--- config.mk ---
export PLATFORM = sky130hd
export DESIGN_NAME = mf3g_res_fifo
export DESIGN_NICKNAME = d
export VERILOG_FILES = /design/src/sv/mf3g_pkg.sv /design/src/sv/mf3g_res_fifo.sv
export SDC_FILE = /design/constraint.sdc
export NUM_CORES = 1
export LEC_CHECK = 0
export BUFFER_PORTS_ARGS = -buffer_cell sky130_fd_sc_hd__buf_2
export CELL_PAD_IN_SITES_DETAIL_PLACEMENT = 1
export CELL_PAD_IN_SITES_GLOBAL_PLACEMENT = 2
export CORE_AREA = 4 4 157 159
export CTS_BUF_LIST = sky130_fd_sc_hd__clkbuf_8 sky130_fd_sc_hd__clkbuf_16
export DETAILED_ROUTE_END_ITERATION = 10
export DIE_AREA = 0 0 161 163
export MAX_ROUTING_LAYER = met4
export PLACE_DENSITY_LB_ADDON = 0.1
export SYNTH_ARGS = -nofsm -noshare
export SYNTH_HDL_FRONTEND = slang
export SYNTH_SLANG_ARGS = --single-unit
--- constraint.sdc ---
create_clock -name clk -period 3.2 [get_ports clk]
set_clock_uncertainty 0.2 [all_clocks]
set_input_delay 0.32 -clock clk [delete_from_list [all_inputs] [get_ports clk]]
set_output_delay 0.32 -clock clk [all_outputs]
set_load 0.03 [all_outputs]
--- src/sv/mf3g_pkg.sv ---
`timescale 1ns / 1ps
// ----------------------------------------------------------------------------
// mf3g_pkg
// Shared constants and types for the 3x3 grey median filter.
// ----------------------------------------------------------------------------
package mf3g_pkg;

  localparam int PIX_W         = 8;
  localparam int COORD_W       = 11;
  localparam int CFG_W         = 12;
  localparam int CFG_IDX_W     = 1;
  localparam int DEF_MAX_WIDTH = 2048;
  localparam int MAX_HEIGHT    = 2048;
  localparam int MIN_DIM       = 3;
  localparam int WIN_SIDE      = 3;
  localparam int WIN_N         = WIN_SIDE * WIN_SIDE;
  localparam int MED_IDX       = 4;
  localparam int OUT_DEPTH     = 8;

  // grey = (r+g+b)/3 as (sum * 2731) >> 13, exact for sums up to 765
  localparam int SUM_W      = PIX_W + 2;
  localparam int GREY_RECIP = 2731;
  localparam int GREY_SHIFT = 13;
  localparam int PROD_W     = SUM_W + $clog2(GREY_RECIP);

  localparam logic [CFG_W-1:0] WIDTH_RST  = 12'd640;
  localparam logic [CFG_W-1:0] HEIGHT_RST = 12'd480;

  typedef enum logic [CFG_IDX_W-1:0] {
    CFG_WIDTH  = 1'b0,
    CFG_HEIGHT = 1'b1
  } cfg_reg_t;

  typedef logic [PIX_W-1:0] pix_t;
  typedef pix_t [WIN_N-1:0] win_t;

  typedef struct packed {
    logic               emit;
    logic [COORD_W-1:0] cx;
    logic [COORD_W-1:0] cy;
  } tag_t;

  typedef struct packed {
    pix_t               median;
    logic [COORD_W-1:0] cx;
    logic [COORD_W-1:0] cy;
  } res_t;

endpackage

--- src/sv/mf3g_res_fifo.sv ---
`timescale 1ns / 1ps
// ----------------------------------------------------------------------------
// mf3g_res_fifo
// Small result queue between the median pipeline and the output channel.
// ----------------------------------------------------------------------------
module mf3g_res_fifo (
  input  logic           clk,
  input  logic           rst_n,
  input  logic           push,
  input  mf3g_pkg::res_t push_data,
  output logic           out_valid,
  input  logic           out_ready,
  output mf3g_pkg::res_t out_res
);
  import mf3g_pkg::*;

  localparam int AW = $clog2(OUT_DEPTH);
  localparam int CW = $clog2(OUT_DEPTH + 1);

  res_t          slot_r [OUT_DEPTH];
  logic [AW-1:0] wr_ptr_r, rd_ptr_r;
  logic [CW-1:0] count_r;
  logic          pop;

  assign out_valid = (count_r != '0);
  assign pop       = out_valid && out_ready;
  assign out_res   = slot_r[rd_ptr_r];

  always_ff @(posedge clk) begin
    if (push) begin
      slot_r[wr_ptr_r] <= push_data;
    end
  end

  always_ff @(posedge clk) begin
    if (!rst_n) begin
      wr_ptr_r <= '0;
      rd_ptr_r <= '0;
      count_r  <= '0;
    end else begin
      if (push) begin
        wr_ptr_r <= wr_ptr_r + AW'(1);
      end
      if (pop) begin
        rd_ptr_r <= rd_ptr_r + AW'(1);
      end
      count_r <= count_r + CW'(push) - CW'(pop);
    end
  end

  a_no_overflow: assert property (@(posedge clk) disable iff (!rst_n)
    push |-> (count_r < CW'(OUT_DEPTH)))
    else $error("result queue overflow");

endmodule
## After elaboration in Yosys (flattened, before gate mapping)

Memories as Yosys holds them, arrays and structs flattened. A register that Yosys moved wholly into a read port is not among the register bits.
Cells that the tools add are included.

| word-level totals | value |
|---|---|
| register bits after elaboration | 10 |
| bits in writable memories | 240 |
| output and inout bits | 31 |
| memories | 1 |

| operators by class | value |
|---|---|
| add/subtract/negate cells | 4 |
| muxes and demuxes | 4 |
| reduce and logical (&&, ||, !) cells | 2 |

Memories:

| memory | depth | width | rd ports | clocked after memory_dff | write ports | RTL line | source |
|---|---|---|---|---|---|---|---|
| slot_r | 8 | 30 | 1 | 1 | 1 | mf3g_res_fifo.sv:20 | `res_t slot_r [OUT_DEPTH];` |

Operator list:

| cell | count |
|---|---|
| adder 3 x 1 -> 3 bit, second input constant | 2 |
| 2-to-1 mux 3 bit | 2 |
| adder 4 x 1 -> 4 bit | 1 |
| nonzero test 4 bit | 1 |
| subtractor 4 x 1 -> 4 bit | 1 |
| 2-to-1 mux 1 bit | 2 |
| logical AND 1 bit | 1 |

## Logic depth before layout (Yosys ltp)

| depth | value |
|---|---|
| depth in word-level cells | 4 |
| mapped depth | 10 |
| depth with buffers taken out | 10 |

## Least setup slack after synthesis

No wires, ideal clock.

| timing | value |
|---|---|
| kind | register -> register |
| start point | register wr_ptr_r[2] |
| end point | memory slot_r[0][0] in the netlist's numbering (enable) |
| setup time | 455 ps |
| arrival | 2567 ps |
| setup slack | -22 ps |
| cell stages (with the launch flop) | 3 |
| path buffers | 0 |
| path through | dfxtp_1 -> nand2b_1 -> nor3_1 |

RTL lines:

| element | RTL line | source |
|---|---|---|
| start, declared | mf3g_res_fifo.sv:21 | `logic [AW-1:0] wr_ptr_r, rd_ptr_r;` |
| start signal, assigned | mf3g_res_fifo.sv:42 | `wr_ptr_r <= wr_ptr_r + AW'(1);` |
| end, declared | mf3g_res_fifo.sv:20 |  |

Straight into the memory's write port.

==> impl_metrics.json <==
{
  "outcome": "finished clean",
  "area_delta_synth_final_pct": 20.4,
  "final_util_pct": 51.3,
  "htree_num_levels": 1,
  "ant_nets": 0,
  "synth.distinct_cells": 23,
  "final_cell_mix": "240 x edfxtp_1, 64 x buf_2, 60 x mux4_1, 32 x dlygate4sd3_1, 30 x mux2_2",
  "fp.dieArea_mm2": 0.0262,
  "drive_above_1_share_pct": 28.4,
  "via_count": 4590,
  "ys_seq_elements": 253,
  "power_frac_seq_pct": 47.2,
  "final_hold_viol_count": 0,
  "numClockSinks": 253,
  "grt.total_usage_pct": 15.6,
  "grt-ovfl-total": 0,
  "crit_path_cell_trace": "buf_4 -> mux4_1 -> mux2_2 -> buf_2",
  "drc_errors": 0,
  "initialDrtViolationCount": 184,
  "cts-root-buf": "clkbuf_16",
  "setup_viol": 0,
  "rr_startpoint": "count_r[2]",
  "worstRegToRegCells": 9,
  "p_leak_nw": 4.04,
  "io_buffers": 64,
  "worst_pin_slew_ns": 0.569,
  "netlist_instances": 419,
  "die_y_um": 163,
  "post_cts_resized": 0,
  "tritoncts": "done",
  "max_cap_viol_count": 0,
  "fin_nets": 584,
  "wl_mm": 19.4,
  "timing.rr.end": "count_r[1]",
  "clk_pin_slew_worst_paths_ns": 0.06,
  "p_sw_share_pct": 25.2,
  "p_clk_share_pct": 35.6,
  "path_buf_inv": 2,
  "cp_max_fo": 27,
  "worstSetupStartpointType": "register",
  "dp_slack_ns": 0.731,
  "tns_ns": 0,
  "place.gp.congestion": 0.652,
  "maxSlewViolCount": 0,
  "syn_avg_cell_area_um2": 23.6,
  "viasPerCell": 5.20,
  "slowest_stage": "mux4_1",
  "cp.depth": 4,
  "syn_nets": 460,
  "grt_max_degree": 45,
  "worstPathRequired_ns": 2.68,
  "rsz0062_at_grt": "no",
  "initial_core_util_pct": 42.6,
  "grt_pass1_vias": 4985,
  "reg2reg_slack_ns": 0.76,
  "cp_data_arrival_time_ns": 2.41,
  "ctsLongestPathBuffers": 3,
  "numCtsBuffers": 27,
  "layout_commonest_cell": "edfxtp_1",
  "n_antenna_cell": 0,
  "power.density_mw_per_mm2": 677,
  "peakVddDrop_v": 0.000429,
  "critical_path.top_delay_family": "multiplexers",
  "seq_area_frac_synth_pct": 75.4,
  "hold_slack_ns": 0.0249,
  "hold_path.class": "primary input to register",
  "coreArea_mm2": 0.0233,
  "p_switching_w": 0.00203,
  "hp-start": "push",
  "num_io_pins": 65,
  "dp.final_hpwl_mm": 11.3,
  "min_period_ns": 2.93,
  "clock_latency_ns": 0.51,
  "synth_area_mm2": 0.00991,
  "antenna_found_initial": 0,
  "power_frac_comb_pct": 17.2,
  "wire_per_inst_um": 22.0,
  "crit_end": "out_res[0]",
  "intPower_w": 0.00604,
  "rows": 56,
  "setup_slack_ns": 0.271,
  "die_x_um": 161,
  "cpPeakStageDelay_ns": 0.62,
  "grt_first_pass_wirelength_mm": 30.3,
  "finalCritPeriodShare_pct": 91.5,
  "max_freq_ghz": 0.341,
  "post-cts-setup-buffers": 0,
  "synth_warnings": 0,
  "slew_headroom_pct": 62.0,
  "firstDrtPassIters": 5,
  "p_total_w": 0.00808,
  "end_kind": "output port",
  "critPathKind": "register to output port"
}
[cell families (layout without fill, tap and decap cells)]
kind of cell,count (synthesis),after routing,share of synthesized area (%)
XOR/XNOR,3,3,0.265
AO/OA/AOI/OAI,2,2,0.126
adder cells (fa/ha/maj),7,7,0.960
flip-flops,253,253,75.4
buffers and inverters,22,167,1.36
multiplexers,99,99,20.2
AND/OR/NAND/NOR,33,33,1.67
[cell type report]
type	count	area [um2]
tap	319	399
clock inverter	23	151
timing repair buffer	113	843
inverter	4	15.0
fill	2090	11300
multi-input combinational	144	2360
sequential	253	7470
clock buffer	27	676
[cell usage after synthesis]
cell / count / area (um2)
clkbuf_1: 11 / 41.3
nor2b_1: 2 / 12.5
inv_1: 4 / 15.0
nand3_1: 1 / 5.00
mux2_2: 30 / 338
xor2_1: 1 / 8.76
buf_6: 7 / 78.8
nor3_1: 2 / 10.0
or3b_2: 1 / 8.76
edfxtp_1: 240 / 7210
xnor2_1: 2 / 17.5
dfxtp_1: 13 / 260
nor2_1: 7 / 26.3
and2_1: 4 / 25.0
nand2b_1: 6 / 37.5
a21o_1: 1 / 7.51
or2_2: 1 / 6.26
a21oi_1: 1 / 5.00
ha_1: 6 / 75.1
mux4_1: 60 / 1580
nand2_1: 9 / 33.8
fa_1: 1 / 20.0
mux2i_1: 9 / 90.1
[power groups by stage]
stage / Sequential, W / Combinational, W / Clock, W
CTS: 0.00382 / 0.00142 / 0.00297
finish: 0.00382 / 0.00139 / 0.00288
floorplan: 0.00384 / 0.00102 / 0
global route: 0.00383 / 0.00150 / 0.00315
detailed placement: 0.00389 / 0.00138 / 0
global placement: 0.00388 / 0.00137 / 0
[registers in the layout, summed over array words and instances (netlist names), named ones only]
| register | count |
|---|---|
| slot_r | 240 |
| count_r | 4 |
| rd_ptr_r | 3 |
| wr_ptr_r | 3 |
[how the worst min path moves through the flow]
stage / end / slack (ns) / depth (start not counted)
finish: wr_ptr_r[1] / 0.02 / 3
global route: wr_ptr_r[1] / 0.02 / 3
CTS: wr_ptr_r[1] / 0.02 / 3
detailed placement: register / 0.27 / 2
global placement: rd_ptr_r[2] / 0.27 / 2
floorplan: slot_r[0][0] / 0.22 / 0
[worst register-to-register path: cells and delay by family (launching register included)]
family                   cells  cell delay, ns
AND/OR/NAND/NOR              3            0.85
buffers and inverters        2            0.15
flip-flops                   1            0.29
adder cells (fa/ha/maj)      3            0.77
multiplexers                 1            0.13
[stage by stage]
| step | instances | cell area, um2 |
|---|---|---|
| CTS | 883 | 11900 |
| finish | 883 | 11900 |
| global route | 883 | 11900 |
| floorplan | 419 | 9910 |
| detailed placement | 801 | 10800 |
| global placement | 801 | 10800 |
[what timing repair did]
action,in CTS,in global routing
hold buffers,32,0
endpoints found under the hold margin,249,0
setup endpoints to repair,0,0
[metal layers]
metal | vias up | global-route usage, % | routed length, um
met5 | - | - | 0
li1 | 2053 | - | -
met3 | 25 | 2.76 | 793
met2 | 89 | 25.1 | 9520
met1 | 2423 | 21.3 | 8850
met4 | 0 | 3.26 | 282
Note: power is estimated with default switching activity, not from simulation.
