--- config.mk ---
export PLATFORM = sky130hd
export DESIGN_NAME = mf3g_median9
export DESIGN_NICKNAME = d
export VERILOG_FILES = /design/src/sv/mf3g_pkg.sv /design/src/sv/mf3g_median9.sv
export SDC_FILE = /design/constraint.sdc
export NUM_CORES = 1
export LEC_CHECK = 0
export BUFFER_PORTS_ARGS = -buffer_cell sky130_fd_sc_hd__buf_2
export CORE_MARGIN = 1
export CORE_UTILIZATION = 54
export DETAILED_ROUTE_END_ITERATION = 16
export PLACE_DENSITY = 0.75
export SKIP_LAST_GASP = 1
export SYNTH_ARGS = -nofsm -noshare
export SYNTH_HDL_FRONTEND = slang
export SYNTH_SLANG_ARGS = --single-unit
--- constraint.sdc ---
create_clock -name clk -period 6.65 [get_ports clk]
set_input_delay 0 -clock clk [delete_from_list [all_inputs] [get_ports clk]]
set_output_delay 0 -clock clk [all_outputs]
set_load 0.02 [all_outputs]
--- src/sv/mf3g_pkg.sv ---
`timescale 1ns / 1ps
// ----------------------------------------------------------------------------
// mf3g_pkg
// Shared constants and types for the 3x3 grey median filter.
// ----------------------------------------------------------------------------
package mf3g_pkg;

  localparam int PIX_W         = 8;
  localparam int COORD_W       = 11;
  localparam int CFG_W         = 12;
  localparam int CFG_IDX_W     = 1;
  localparam int DEF_MAX_WIDTH = 2048;
  localparam int MAX_HEIGHT    = 2048;
  localparam int MIN_DIM       = 3;
  localparam int WIN_SIDE      = 3;
  localparam int WIN_N         = WIN_SIDE * WIN_SIDE;
  localparam int MED_IDX       = 4;
  localparam int OUT_DEPTH     = 8;

  // grey = (r+g+b)/3 as (sum * 2731) >> 13, exact for sums up to 765
  localparam int SUM_W      = PIX_W + 2;
  localparam int GREY_RECIP = 2731;
  localparam int GREY_SHIFT = 13;
  localparam int PROD_W     = SUM_W + $clog2(GREY_RECIP);

  localparam logic [CFG_W-1:0] WIDTH_RST  = 12'd640;
  localparam logic [CFG_W-1:0] HEIGHT_RST = 12'd480;

  typedef enum logic [CFG_IDX_W-1:0] {
    CFG_WIDTH  = 1'b0,
    CFG_HEIGHT = 1'b1
  } cfg_reg_t;

  typedef logic [PIX_W-1:0] pix_t;
  typedef pix_t [WIN_N-1:0] win_t;

  typedef struct packed {
    logic               emit;
    logic [COORD_W-1:0] cx;
    logic [COORD_W-1:0] cy;
  } tag_t;

  typedef struct packed {
    pix_t               median;
    logic [COORD_W-1:0] cx;
    logic [COORD_W-1:0] cy;
  } res_t;

endpackage

--- src/sv/mf3g_median9.sv ---
`timescale 1ns / 1ps
// ----------------------------------------------------------------------------
// mf3g_median9
// Median of nine by a 19 compare-swap network split over three stages.
// ----------------------------------------------------------------------------
module mf3g_median9 (
  input  logic           clk,
  input  logic           rst_n,
  input  logic           in_valid,
  input  mf3g_pkg::win_t in_win,
  input  mf3g_pkg::tag_t in_tag,
  output logic           out_valid,
  output mf3g_pkg::res_t out_res
);
  import mf3g_pkg::*;

  function automatic win_t cas(input win_t p, input int a, input int b);
    win_t q;
    q = p;
    if (p[a] > p[b]) begin
      q[a] = p[b];
      q[b] = p[a];
    end
    return q;
  endfunction

  win_t sa, sb, sc;
  win_t sa_r, sb_r;
  logic sa_valid_r, sb_valid_r;
  tag_t sa_tag_r, sb_tag_r;

  // rows sorted
  always_comb begin
    sa = in_win;
    sa = cas(sa, 1, 2); sa = cas(sa, 4, 5); sa = cas(sa, 7, 8);
    sa = cas(sa, 0, 1); sa = cas(sa, 3, 4); sa = cas(sa, 6, 7);
    sa = cas(sa, 1, 2); sa = cas(sa, 4, 5); sa = cas(sa, 7, 8);
  end

  always_comb begin
    sb = sa_r;
    sb = cas(sb, 0, 3); sb = cas(sb, 5, 8); sb = cas(sb, 4, 7);
    sb = cas(sb, 3, 6); sb = cas(sb, 1, 4); sb = cas(sb, 2, 5);
  end

  always_comb begin
    sc = sb_r;
    sc = cas(sc, 4, 7); sc = cas(sc, 4, 2);
    sc = cas(sc, 6, 4); sc = cas(sc, 4, 2);
  end

  always_ff @(posedge clk) begin
    if (!rst_n) begin
      sa_valid_r <= 1'b0;
      sb_valid_r <= 1'b0;
    end else begin
      sa_valid_r <= in_valid;
      sb_valid_r <= sa_valid_r;
    end
  end

  always_ff @(posedge clk) begin
    if (in_valid) begin
      sa_r     <= sa;
      sa_tag_r <= in_tag;
    end
    if (sa_valid_r) begin
      sb_r     <= sb;
      sb_tag_r <= sa_tag_r;
    end
  end

  assign out_valid      = sb_valid_r;
  assign out_res.median = sc[MED_IDX];
  assign out_res.cx     = sb_tag_r.cx;
  assign out_res.cy     = sb_tag_r.cy;

endmodule

Word-level counts from Yosys, hierarchy flattened
Cells that the tools add are included.
{"block": "totals", "register_bits": 150, "input_bits": 98, "output_inout_bits": 31}
{"block": "op_classes", "magnitude_cmp": 19, "n_mux": 21}
{"operator": "$gt A8 B8 Y1", "count": 19}
{"operator": "$mux W16", "count": 9}
{"operator": "$mux W8", "count": 12}

Longest topological paths before layout
Gate-level depths: netlist of run 1.
{"block": "logic_depth", "ltp_word": 8, "ltp_mapped": 38, "depth_no_buf": 36}

Least setup slack after synthesis of run 1
Ideal clock, no wire load.
{"block": "synth_path", "kind": "reg-to-output", "startpoint": "register sb_r[33] in the netlist's numbering", "endpoint": "output port out_res[23] in the netlist's numbering", "arrival_ps": 7061, "setup_slack_ps": -411, "path_stages_with_launch": 36, "path_buffers": 3, "cell_sequence": "edfxtp_1 > ha_1 > nor2b_1 > o211ai_1 > a21oi_1 > o21ai_0 > clkbuf_1 > nor2_1 > a21oi_1 > inv_1 > ha_1 > a21oi_1 > o21ai_0 > o21a_1 > nor2_1 > clkbuf_1 > nand2_1 > o21ai_0 > ha_1 > a21o_1 > a21oi_1 > nor2b_1 > a2111oi_0 > and3_4 > nor3_2 > buf_2 > nand2_1 > o21ai_0 > ha_1 > a21o_1 > a21o_1 > a21oi_1 > o21ai_0 > o21ai_0 > mux2i_2 > a222oi_1"}
{"element": "start, declared", "line": "mf3g_median9.sv:28", "source": "win_t sa_r, sb_r;"}
{"element": "start signal, assigned", "line": "mf3g_median9.sv:68", "source": "sb_r <= sb;"}
{"element": "end, declared", "line": "mf3g_median9.sv:13", "source": "output mf3g_pkg::res_t out_res"}

==> results by group, run 1 <==
Floorplan
  – Floorplan core area: 19500 um2
  – Area of the die: 20600 um2
  – Row count: 51
  – Die Wd: 144 um
  – Initial Util: 55.4%
  – Die height: 144 um
  – IO Pins: 129

Synthesis
  – Post-Syn Instances: 1041
  – Cell taking the most area after synthesis: edfxtp_1
  – Asr flop ratio synth: 0%
  – FF+latch count, synth: 150
  – Mapped Area: 10800 um2
  – Net Count, Synth: 1290
  – Share of the synthesized area in the top cell type: 41.1%
  – Mean Syn Cell Area: 10.4 um2
  – Top FF cell, synth: edfxtp_1
  – Number of flops mapped to enable cells by yosys: 148
  – Post-synthesis sequential area ratio: 41.4%
  – Syn. warnings: 0
  – Synth cell types: 47
  – Top post-synthesis cells by area: edfxtp_1 (41%), ha_1 (17%), mux2i_1 (10%)

Layout
  – Fillers: 1419
  – Ant diodes: 0
  – Layout area overhead: 26.2%
  – Post-route cell area: 13700 um2
  – Nets: 1522
  – Ratio of cells with drive above 1 in the final layout: 23.9%
  – Most frequent cells in the layout: edfxtp_1 (148), ha_1 (142), inv_1 (127), buf_2 (127), mux2i_1 (111)
  – Core Util, Final: 70.0%
  – Commonest non-fill, non-tap cell in the layout: edfxtp_1

STA
  – Setup repair after global routing missed its margin: yes
  – Hold Slack: 0.0297 ns
  – Final setup margin: -0.137 ns
  – Final Critical Period: 6.79 ns
  – Setup Skew: 0.0128 ns
  – Total count of hold-check failures in the final report: 0
  – Achievable frequency: 147 MHz
  – Max-slew violation count: 0
  – Final period util: 102%
  – Setup violators final: 8
  – Tightest Pin Transition: 1.09 ns
  – Slew margin rel.: 26.5%

CTS
  – Number of CTS-inserted buffers: 17
  – Reg clk slew, reported paths: 0.07 ns
  – Clock buffer depth: 2
  – Clock H-tree levels: 4
  – CTS tree: built
  – Worst skew pair latency: 0.43 ns
  – Clock sinks: 150
  – Root Buffer: clkbuf_16

Pwr
  – Total power: 7.38 mW
  – PwrDens: 540 nW/um2
  – Peak VDD IR: 0.576 mV
  – Leakage: 6.53 nW

GRT
  – Largest net degree at the start of global routing: 80
  – Antenna violations before repair: 0
  – Number of global-route vias before repair: 8298
  – First-pass GRT wire length: 39.6 mm
  – GRT Total Usage: 25.1%
  – GR Overflow Total: 0

Setup path
  – Startpoint types: register
  – Crit path required time: 6.65 ns
  – CP Class: register to output port
  – Buf/Inv on CP: 5
  – Reg2reg path depth: 18
  – CP top delay family: simple AND/OR/NAND/NOR gates
  – Critical path capture point type: output port
  – Arr. time, crit path: 6.79 ns
  – Worst path depth: 29
  – Worst Path Max Fanout: 9
  – Max incr delay on CP: 0.42 ns
  – CP max stage cell: edfxtp_1

Status
  – Outcome: finished with violations
  – Failing checks: negative setup slack

Routing
  – Pre-Repair DR Iteration Count: 6
  – DR DRC count: 0
  – Routed vias: 8599
  – Final ANT Viol Nets: 0
  – WL final: 25.6 mm
  – DR WL/cell: 16.5 um
  – Vias/cell: 5.54
  – Initial detailed-routing violation count: 547

Placement
  – Number of port buffers: 127
  – Area post-placement: 11900 um2
  – Gpl congestion: 0.937
  – DP Wirelength: 18.4 mm

Hold path
  – Hold path cells: 3
  – Worst Hold Class: input pin to register

Flow run
  – Total of max-cap violations: 0
==> cell type report <==
| cell class | instances | area, um2 | area share (%) |
|---|---|---|---|
| Sequential cell | 150 | 4490 | 32.8 |
| Clock buffer | 17 | 425 | 3.11 |
| Clock inverter | 15 | 196 | 1.44 |
| Inverter | 132 | 495 | 3.63 |
| Multi-Input combinational cell | 734 | 6090 | 44.6 |
| Tap cell | 265 | 332 | 2.43 |
| Timing Repair Buffer | 238 | 1640 | 12.0 |
==> power breakdown <==
part	total, mW	switching, mW	leakage [nW]	internal, mW
logic	4.97	2.75	4.78	2.22
registers	1.44	0.125	1.44	1.31
clock network	0.971	0.458	0.299	0.513
==> layer usage <==
metal	vias to the layer above	part of all wire, %	GRT usage (%)	wire length, um
met3	54	4.3	3.07	1110
met4	0	2.7	9.41	691
met1	4006	43	31.8	11000
met5	-	0	0	0
li1	4281	-	-	-
met2	258	50	43.7	12700
==> final timing paths <==
kind / slack, ns / startpoint / to
worst min register to register: 0.42 / sa_tag_r[4] / out_res[4]
worst max-delay path: -0.14 / sb_r[37] / out_res[28]
worst min-delay path: 0.03 / in_win[21] / sa_r[21]
worst max register to register: 2.02 / sa_r[33] / sb_r[32]
==> stage by stage <==
stage	std cells	worst slack [ns]	setup TNS (ns)
after floorplan	1041	0.0522	0
after global placement	1439	0.183	0
after CTS	1542	-0.0253	-0.104
after detailed placement	1439	0.00874	0
final	1551	-0.137	-0.816
after global routing	1551	-0.421	-3.25
==> flip-flops by register name, indices dropped and copies added (netlist names) <==
| name | count |
|---|---|
| out_res | 22 |
| out_valid | 1 |
| sa_r | 72 |
| sa_tag_r | 22 |
| sa_valid_r | 1 |
| sb_r | 32 |
==> tightest hold or removal path, delay by kind of cell <==
kind / cells / cell delay [ns]
mux: 2 / 0.23
buf+inv: 1 / 0.10
==> timing repair <==
item                                    4_1_cts  5_1_grt
gates resized for setup                      45       40
gates cloned                                  3        0
pin swaps                                    34       42
setup buffers                                20       10
hold endpoints to repair                     63        0
endpoints found under the setup margin        8        8
hold buffers                                 48        0
==> cell families (layout without fill, tap and decap cells) <==
| kind of cell | count (synthesis) | count (layout) | share of synthesized area (%) |
|---|---|---|---|
| adders and majority gates | 151 | 151 | 17.5 |
| muxes | 135 | 135 | 12.8 |
| DFF | 150 | 150 | 41.4 |
| buffers and inverters | 158 | 402 | 5.64 |
| and+or+nand+nor | 204 | 205 | 9.07 |
| AOI/OAI and AO/OA | 243 | 243 | 13.6 |
==> cells in the mapped netlist, drive strengths merged, types with 14 or more instances <==
library cell and instances:
ha 151, nand3 24, a21oi 74, inv 132, nand2b 14, a21o 30, nor2b 17, mux2i 114
mux2 21, nor2 48, clkbuf 16, o21a 14, o21ai 100, nand2 65, edfxtp 148
No activity file was read; power rests on OpenSTA's default activity.
==> run 2: changes to the inputs <==
- CORE_UTILIZATION: 54 -> 60
- PLACE_DENSITY: 0.75 -> 0.79
- clock period: 6.65 -> 7.2 ns (I/O delays scaled with it)
==> results by group, run 2 (synthesis gave the netlist of run 1 again) <==
CTS
  – Clock H-tree levels: 4 (unchanged)
  – Number of CTS-inserted buffers: 17 (unchanged)
  – Clock buffer depth: 2 (unchanged)
  – Root Buffer: clkbuf_16
  – Reg clk slew, reported paths: 0.07 ns (about the same)
  – Worst skew pair latency: 0.43 ns (about the same)
  – Clock sinks: 150 (unchanged)
  – CTS tree: built

Setup path
  – Most frequent CP cell: nand4_1
  – Worst Path Max Fanout: 8 (-1)
  – Crit path required time: 7.20 ns (+0.55 ns)
  – CP max stage cell: edfxtp_1
  – Worst r2r dst: sb_r[16]
  – Reg2reg path depth: 18 (unchanged)
  – Reg2Reg Launch Point: sa_r[41]
  – Startpoint types: register
  – CP Class: register to output port
  – Max incr delay on CP: 0.44 ns (+0.02 ns)
  – FF-to-FF setup slack: 2.45 ns (+0.43 ns)
  – Arr. time, crit path: 7.03 ns (+0.24 ns)
  – Critical path capture point type: output port

STA
  – Setup Skew: 0.0130 ns (+0.000254 ns)
  – Setup_tns: 0 ns (+0.816 ns)
  – Max-slew violation count: 0 (unchanged)
  – Tightest Pin Transition: 1.01 ns (-0.0878 ns)
  – Final setup margin: 0.168 ns (+0.305 ns)
  – Hold Slack: 0.0430 ns (+0.0133 ns)
  – Final period util: 97.7%
  – Slew margin rel.: 32.9% (+6.3 points)
  – Total count of hold-check failures in the final report: 0 (unchanged)
  – Setup violators final: 0 (-8)
  – Final Critical Period: 7.03 ns
  – Achievable frequency: 142 MHz

Pwr
  – Total power: 6.37 mW (-14%)
  – PwrDens: 480 nW/um2 (-11%)
  – Comb pwr share: 65.4% (-2.0 points)
  – Internal Power: 3.45 mW (-15%)
  – Leakage: 6.36 nW (-2.6%)
  – Clock power frac: 13.8% (+0.6 points)
  – Switch share: 45.9% (+0.78 points)
  – Seq pwr share: 20.8% (+1.3 points)
  – NetSw: 2.93 mW (-12%)
  – Peak VDD IR: 1.66 mV (+190%)

Routing
  – WL final: 25.1 mm (-1.8%)
  – DR DRC count: 0 (unchanged)
  – DR WL/cell: 16.9 um (+2.6%)
  – Routed vias: 8478 (-1.4%)
  – Vias/cell: 5.71 (+3.0%)
  – Initial detailed-routing violation count: 529 (-3.3%)
  – Final ANT Viol Nets: 0 (unchanged)
  – Pre-Repair DR Iteration Count: 6 (unchanged)

Placement
  – Pre-CTS WS: 0.130 ns (+0.121 ns)
  – Area post-placement: 11800 um2 (-1.3%)
  – Gpl congestion: 0.932 (-0.60%)
  – Number of port buffers: 127 (unchanged)
  – DP Cell Count: 1385 (-3.8%)
  – DP Wirelength: 18.0 mm (-2.1%)

Floorplan
  – Area of the die: 18600 um2 (-9.9%)
  – Floorplan core area: 17500 um2 (-10%)
  – IO Pins: 129 (unchanged)
  – Initial Util: 61.9% (+6.5 points)
  – Row count: 48 (-5.9%)
  – Die height: 136 um (-5.1%)
  – Die Wd: 136 um (-5.1%)

GRT
  – First-pass GRT wire length: 38.3 mm (-3.3%)
  – Largest net degree at the start of global routing: 73 (-8.8%)
  – GRT Total Usage: 27.0% (+2.0 points)
  – Antenna violations before repair: 0 (unchanged)
  – Number of global-route vias before repair: 8096 (-2.4%)
  – GR Overflow Total: 0 (unchanged)

Layout
  – Fillers: 1132 (-20%)
  – Final non-filler cell total: 1485 (-4.3%)
  – Ratio of cells with drive above 1 in the final layout: 20.6% (-3.2 points)
  – Core Util, Final: 76.1% (+6.1 points)
  – Post-route cell area: 13300 um2 (-2.7%)
  – Max reg flops: 72 (unchanged)
  – Nets: 1496 (-1.7%)
  – Layout area overhead: 22.8%
  – Ant diodes: 0 (unchanged)
  – Most frequent cells in the layout: edfxtp_1 (148), ha_1 (143), inv_1 (128), buf_2 (125), mux2i_1 (111)
  – Largest regs: sa_r (72), sb_r (32)
  – Commonest non-fill, non-tap cell in the layout: edfxtp_1
  – Reg with most FFs: sa_r

Status
  – Outcome: complete, no violations

Flow run
  – Total of max-cap violations: 0 (unchanged)

Hold path
  – Hold path cells: 3 (unchanged)
  – Worst Hold Class: input pin to register
  – Hold EP: sa_r[40]
  – Hold_sp: in_win[40]
run 2: cell count changes in the layout (fill, tap and decap cells not counted), moves of 4 or more:
cell,change
o21ai_2,-5
inv_8,+5
o21ai_0,+6
a21oi_4,+4
a21oi_2,-9
a21oi_1,+5
buf_4,-24
run 2: layout make-up:
cell class	count	area, um2	area share (%)
Tap cell	225	282	2.12
Clock buffer	17	425	3.20
Inverter	132	495	3.73
Timing Repair Buffer	212	1430	10.8
Multi-Input combinational cell	734	6000	45.1
Clock inverter	15	176	1.33
Sequential cell	150	4490	33.7
run 2: power groups by stage:
stage	Sequential [mW]	Combinational (mW)	Clock, mW
2_1_floorplan	1.30	2.58	0
4_1_cts	1.32	3.63	0.890
5_1_grt	1.34	4.58	0.921
3_3_place_gp	1.33	3.36	0
6_report	1.33	4.17	0.882
3_5_place_dp	1.34	3.46	0
run 2: repair_timing:
| action | CTS | global route |
|---|---|---|
| gates cloned | 0 | 3 |
| endpoints found under the setup margin | 8 | 8 |
| buffers inserted | 1 | 16 |
| hold endpoints to repair | 70 | 0 |
| hold buffers | 48 | 0 |
| pin swaps | 5 | 25 |
| resized for setup | 7 | 50 |
run 2: layer usage:
layer	global-route usage [%]	up-vias	routed length, um
met1	33.1	3911	10500
met2	47.0	306	12500
met5	0	-	0
met3	5.67	48	1520
li1	-	4213	-
met4	9.26	0	569
run 2: worst max path at each step:
| stage | to | slack (ns) | depth (start not counted) | start |
|---|---|---|---|---|
| after floorplan | out_res[23] | 0.14 | 35 | sb_r[33] |
| after global placement | out_res[27] | 0.28 | 32 | sb_r[33] |
| after detailed placement | out_res[29] | 0.13 | 32 | sb_r[33] |
| after CTS | out_res[28] | 0.02 | 33 | sb_r[33] |
| after global routing | out_res[26] | -0.20 | 37 | sb_r[33] |
| final | out_res[26] | 0.17 | 34 | sb_r[33] |
run 2: worst max-delay path, delay by kind of cell (launching register included):
family,cells,cell delay [ns]
buffers and inverters,6,0.85
flip-flops,1,0.44
adder cells (fa/ha/maj),4,1.14
multiplexers,1,0.16
AND/OR/NAND/NOR,9,1.23
AO/OA/AOI/OAI,14,2.75
==> run 3: changes to the inputs <==
- HOLD_SLACK_MARGIN: default -> 0.15
==> results by group, run 3 (synthesis gave the netlist of run 1 again) <==
Layout
  – Layout area overhead: 28.6%
  – Ant diodes: 0 (unchanged)
  – Max reg flops: 72 (unchanged)
  – Largest regs: sa_r (72), sb_r (32)
  – Fillers: 1006 (-11%)
  – Commonest non-fill, non-tap cell in the layout: edfxtp_1
  – Ratio of cells with drive above 1 in the final layout: 19.7% (-0.98 points)
  – Core Util, Final: 79.7% (+3.6 points)
  – Nets: 1559 (+4.2%)
  – Reg with most FFs: sa_r
  – Most frequent cells in the layout: edfxtp_1 (148), ha_1 (143), inv_1 (128), buf_2 (125)

Floorplan
  – Area of the die: 18600 um2 (unchanged)
  – Die Wd: 136 um (unchanged)
  – Initial Util: 61.9% (unchanged)
  – Die height: 136 um (unchanged)
  – IO Pins: 129 (unchanged)
  – Row count: 48 (unchanged)
  – Floorplan core area: 17500 um2 (unchanged)

Placement
  – Number of port buffers: 127 (unchanged)
  – DP Wirelength: 18.0 mm (unchanged)
  – Gpl congestion: 0.932 (unchanged)

Setup path
  – Arr. time, crit path: 7.04 ns (about the same)
  – Reg2Reg Launch Point: sa_r[33]
  – Worst Path Max Fanout: 8 (unchanged)
  – Worst r2r dst: sb_r[32]
  – Max incr delay on CP: 0.44 ns (about the same)
  – Reg2reg path depth: 18 (unchanged)
  – Crit path required time: 7.20 ns (about the same)
  – Startpoint types: register
  – CP max stage cell: edfxtp_1
  – Most frequent CP cell: nand4_1
  – CP Class: register to output port
  – Critical path capture point type: output port
  – FF-to-FF setup slack: 2.38 ns (-0.07 ns)

Routing
  – Pre-Repair DR Iteration Count: 7 (+1)
  – Final ANT Viol Nets: 0 (unchanged)
  – DR WL/cell: 17.5 um (+3.6%)
  – Initial detailed-routing violation count: 636 (+20%)
  – Vias/cell: 5.78 (+1.3%)
  – DR DRC count: 0 (unchanged)
  – Routed vias: 8950 (+5.6%)
  – WL final: 27.1 mm (+8.0%)

Pwr
  – Peak VDD IR: 1.66 mV (about the same)
  – PwrDens: 465 nW/um2 (-3.1%)
  – Leakage: 6.63 nW (+4.2%)

STA
  – Hold Slack: 0.159 ns (+0.116 ns)
  – Setup Skew: 0.0115 ns (-0.00157 ns)
  – Achievable frequency: 142 MHz (-0.16%)
  – Max-slew violation count: 0 (unchanged)
  – Final Critical Period: 7.04 ns (+0.0110 ns)
  – Final period util: 97.8% (+0.15 points)
  – Setup violators final: 0 (unchanged)
  – Tightest Pin Transition: 1.08 ns (+0.0719 ns)
  – Total count of hold-check failures in the final report: 0 (unchanged)
  – Slew margin rel.: 28.1% (-4.8 points)

Hold path
  – Hold EP: sa_r[6]
  – Hold_sp: in_win[14]
  – Worst Hold Class: input pin to register
  – Hold path cells: 4 (+1)

Flow run
  – Total of max-cap violations: 0 (unchanged)

CTS
  – Root Buffer: clkbuf_16
  – Clock H-tree levels: 4 (unchanged)
  – Reg clk slew, reported paths: 0.07 ns (about the same)
  – CTS tree: built
  – Clock buffer depth: 2 (unchanged)
  – Worst skew pair latency: 0.43 ns (about the same)
  – Number of CTS-inserted buffers: 17 (unchanged)
  – Clock sinks: 150 (unchanged)

GRT
  – GR Overflow Total: 0 (unchanged)
  – Number of global-route vias before repair: 8608 (+6.3%)
  – First-pass GRT wire length: 41.3 mm (+7.6%)
  – Antenna violations before repair: 1 (+1)
  – Largest net degree at the start of global routing: 73 (unchanged)
  – GRT Total Usage: 29.1% (+2.0 points)

Status
  – Outcome: complete, no violations
## run 3: cell type report
| type | instances | area, um2 | area share (%) |
|---|---|---|---|
| clock buffer | 17 | 425 | 3.06 |
| clock inverter | 15 | 176 | 1.27 |
| inverter | 132 | 495 | 3.56 |
| multi-input combinational | 734 | 6000 | 43.1 |
| sequential | 150 | 4490 | 32.2 |
| tap | 225 | 282 | 2.02 |
| timing repair buffer | 275 | 2060 | 14.8 |
## run 3: worst max-delay path by stage
stage	start	to	slack (ns)
2_1_floorplan	sb_r[33]	out_res[23]	0.14
3_3_place_gp	sb_r[33]	out_res[27]	0.28
3_5_place_dp	sb_r[33]	out_res[29]	0.13
4_1_cts	sb_r[33]	out_res[28]	0.02
5_1_grt	sb_r[33]	out_res[26]	-0.20
6_report	sb_r[33]	out_res[29]	0.16
## run 3: stage by stage
| stage | cells | setup TNS, ns | total power, mW | setup slack (ns) | area [um2] |
|---|---|---|---|---|---|
| 3_5_place_dp | 1385 | 0 | 4.79 | 0.130 | 11800 |
| 2_1_floorplan | 1041 | 0 | 3.88 | 0.139 | 10800 |
| 3_3_place_gp | 1385 | 0 | 4.69 | 0.284 | 11800 |
| 6_report | 1548 | 0 | 6.47 | 0.157 | 13900 |
| 5_1_grt | 1548 | -1.17 | 6.91 | -0.199 | 13900 |
| 4_1_cts | 1529 | 0 | 5.90 | 0.0231 | 13500 |
## run 3: layer usage
metal  share of wire (%)  vias to the layer above  wire length, um  GRT usage (%)
met5                   0                        -                0              0
met4                 3.2                        0              873           11.9
met3                 5.9                       74             1590           6.52
met2                  50                      361            13500           50.7
met1                  41                     4173            11100           34.5
li1                    -                     4342                -              -
## run 3: critical path: cells and delay by family (launching register included)
family          cells  cell delay (ns)
buf+inv             6             0.88
compound gates     14             2.72
simple gates        9             1.23
flops               1             0.44
fa+ha+maj           4             1.14
mux                 1             0.17
## run 3: power by group
| group | internal [mW] | switching [mW] | total (mW) |
|---|---|---|---|
| sequential | 1.21 | 0.117 | 1.33 |
| combinational | 1.82 | 2.44 | 4.26 |
| clock | 0.469 | 0.414 | 0.883 |
## run 3: what timing repair did
item | 4_1_cts | 5_1_grt
hold endpoints to repair | 114 | 0
setup buffers | 1 | 16
hold buffers | 111 | 0
resized for setup | 7 | 50
endpoints found under the setup margin | 8 | 8
pin swaps | 5 | 25
gates cloned | 0 | 3
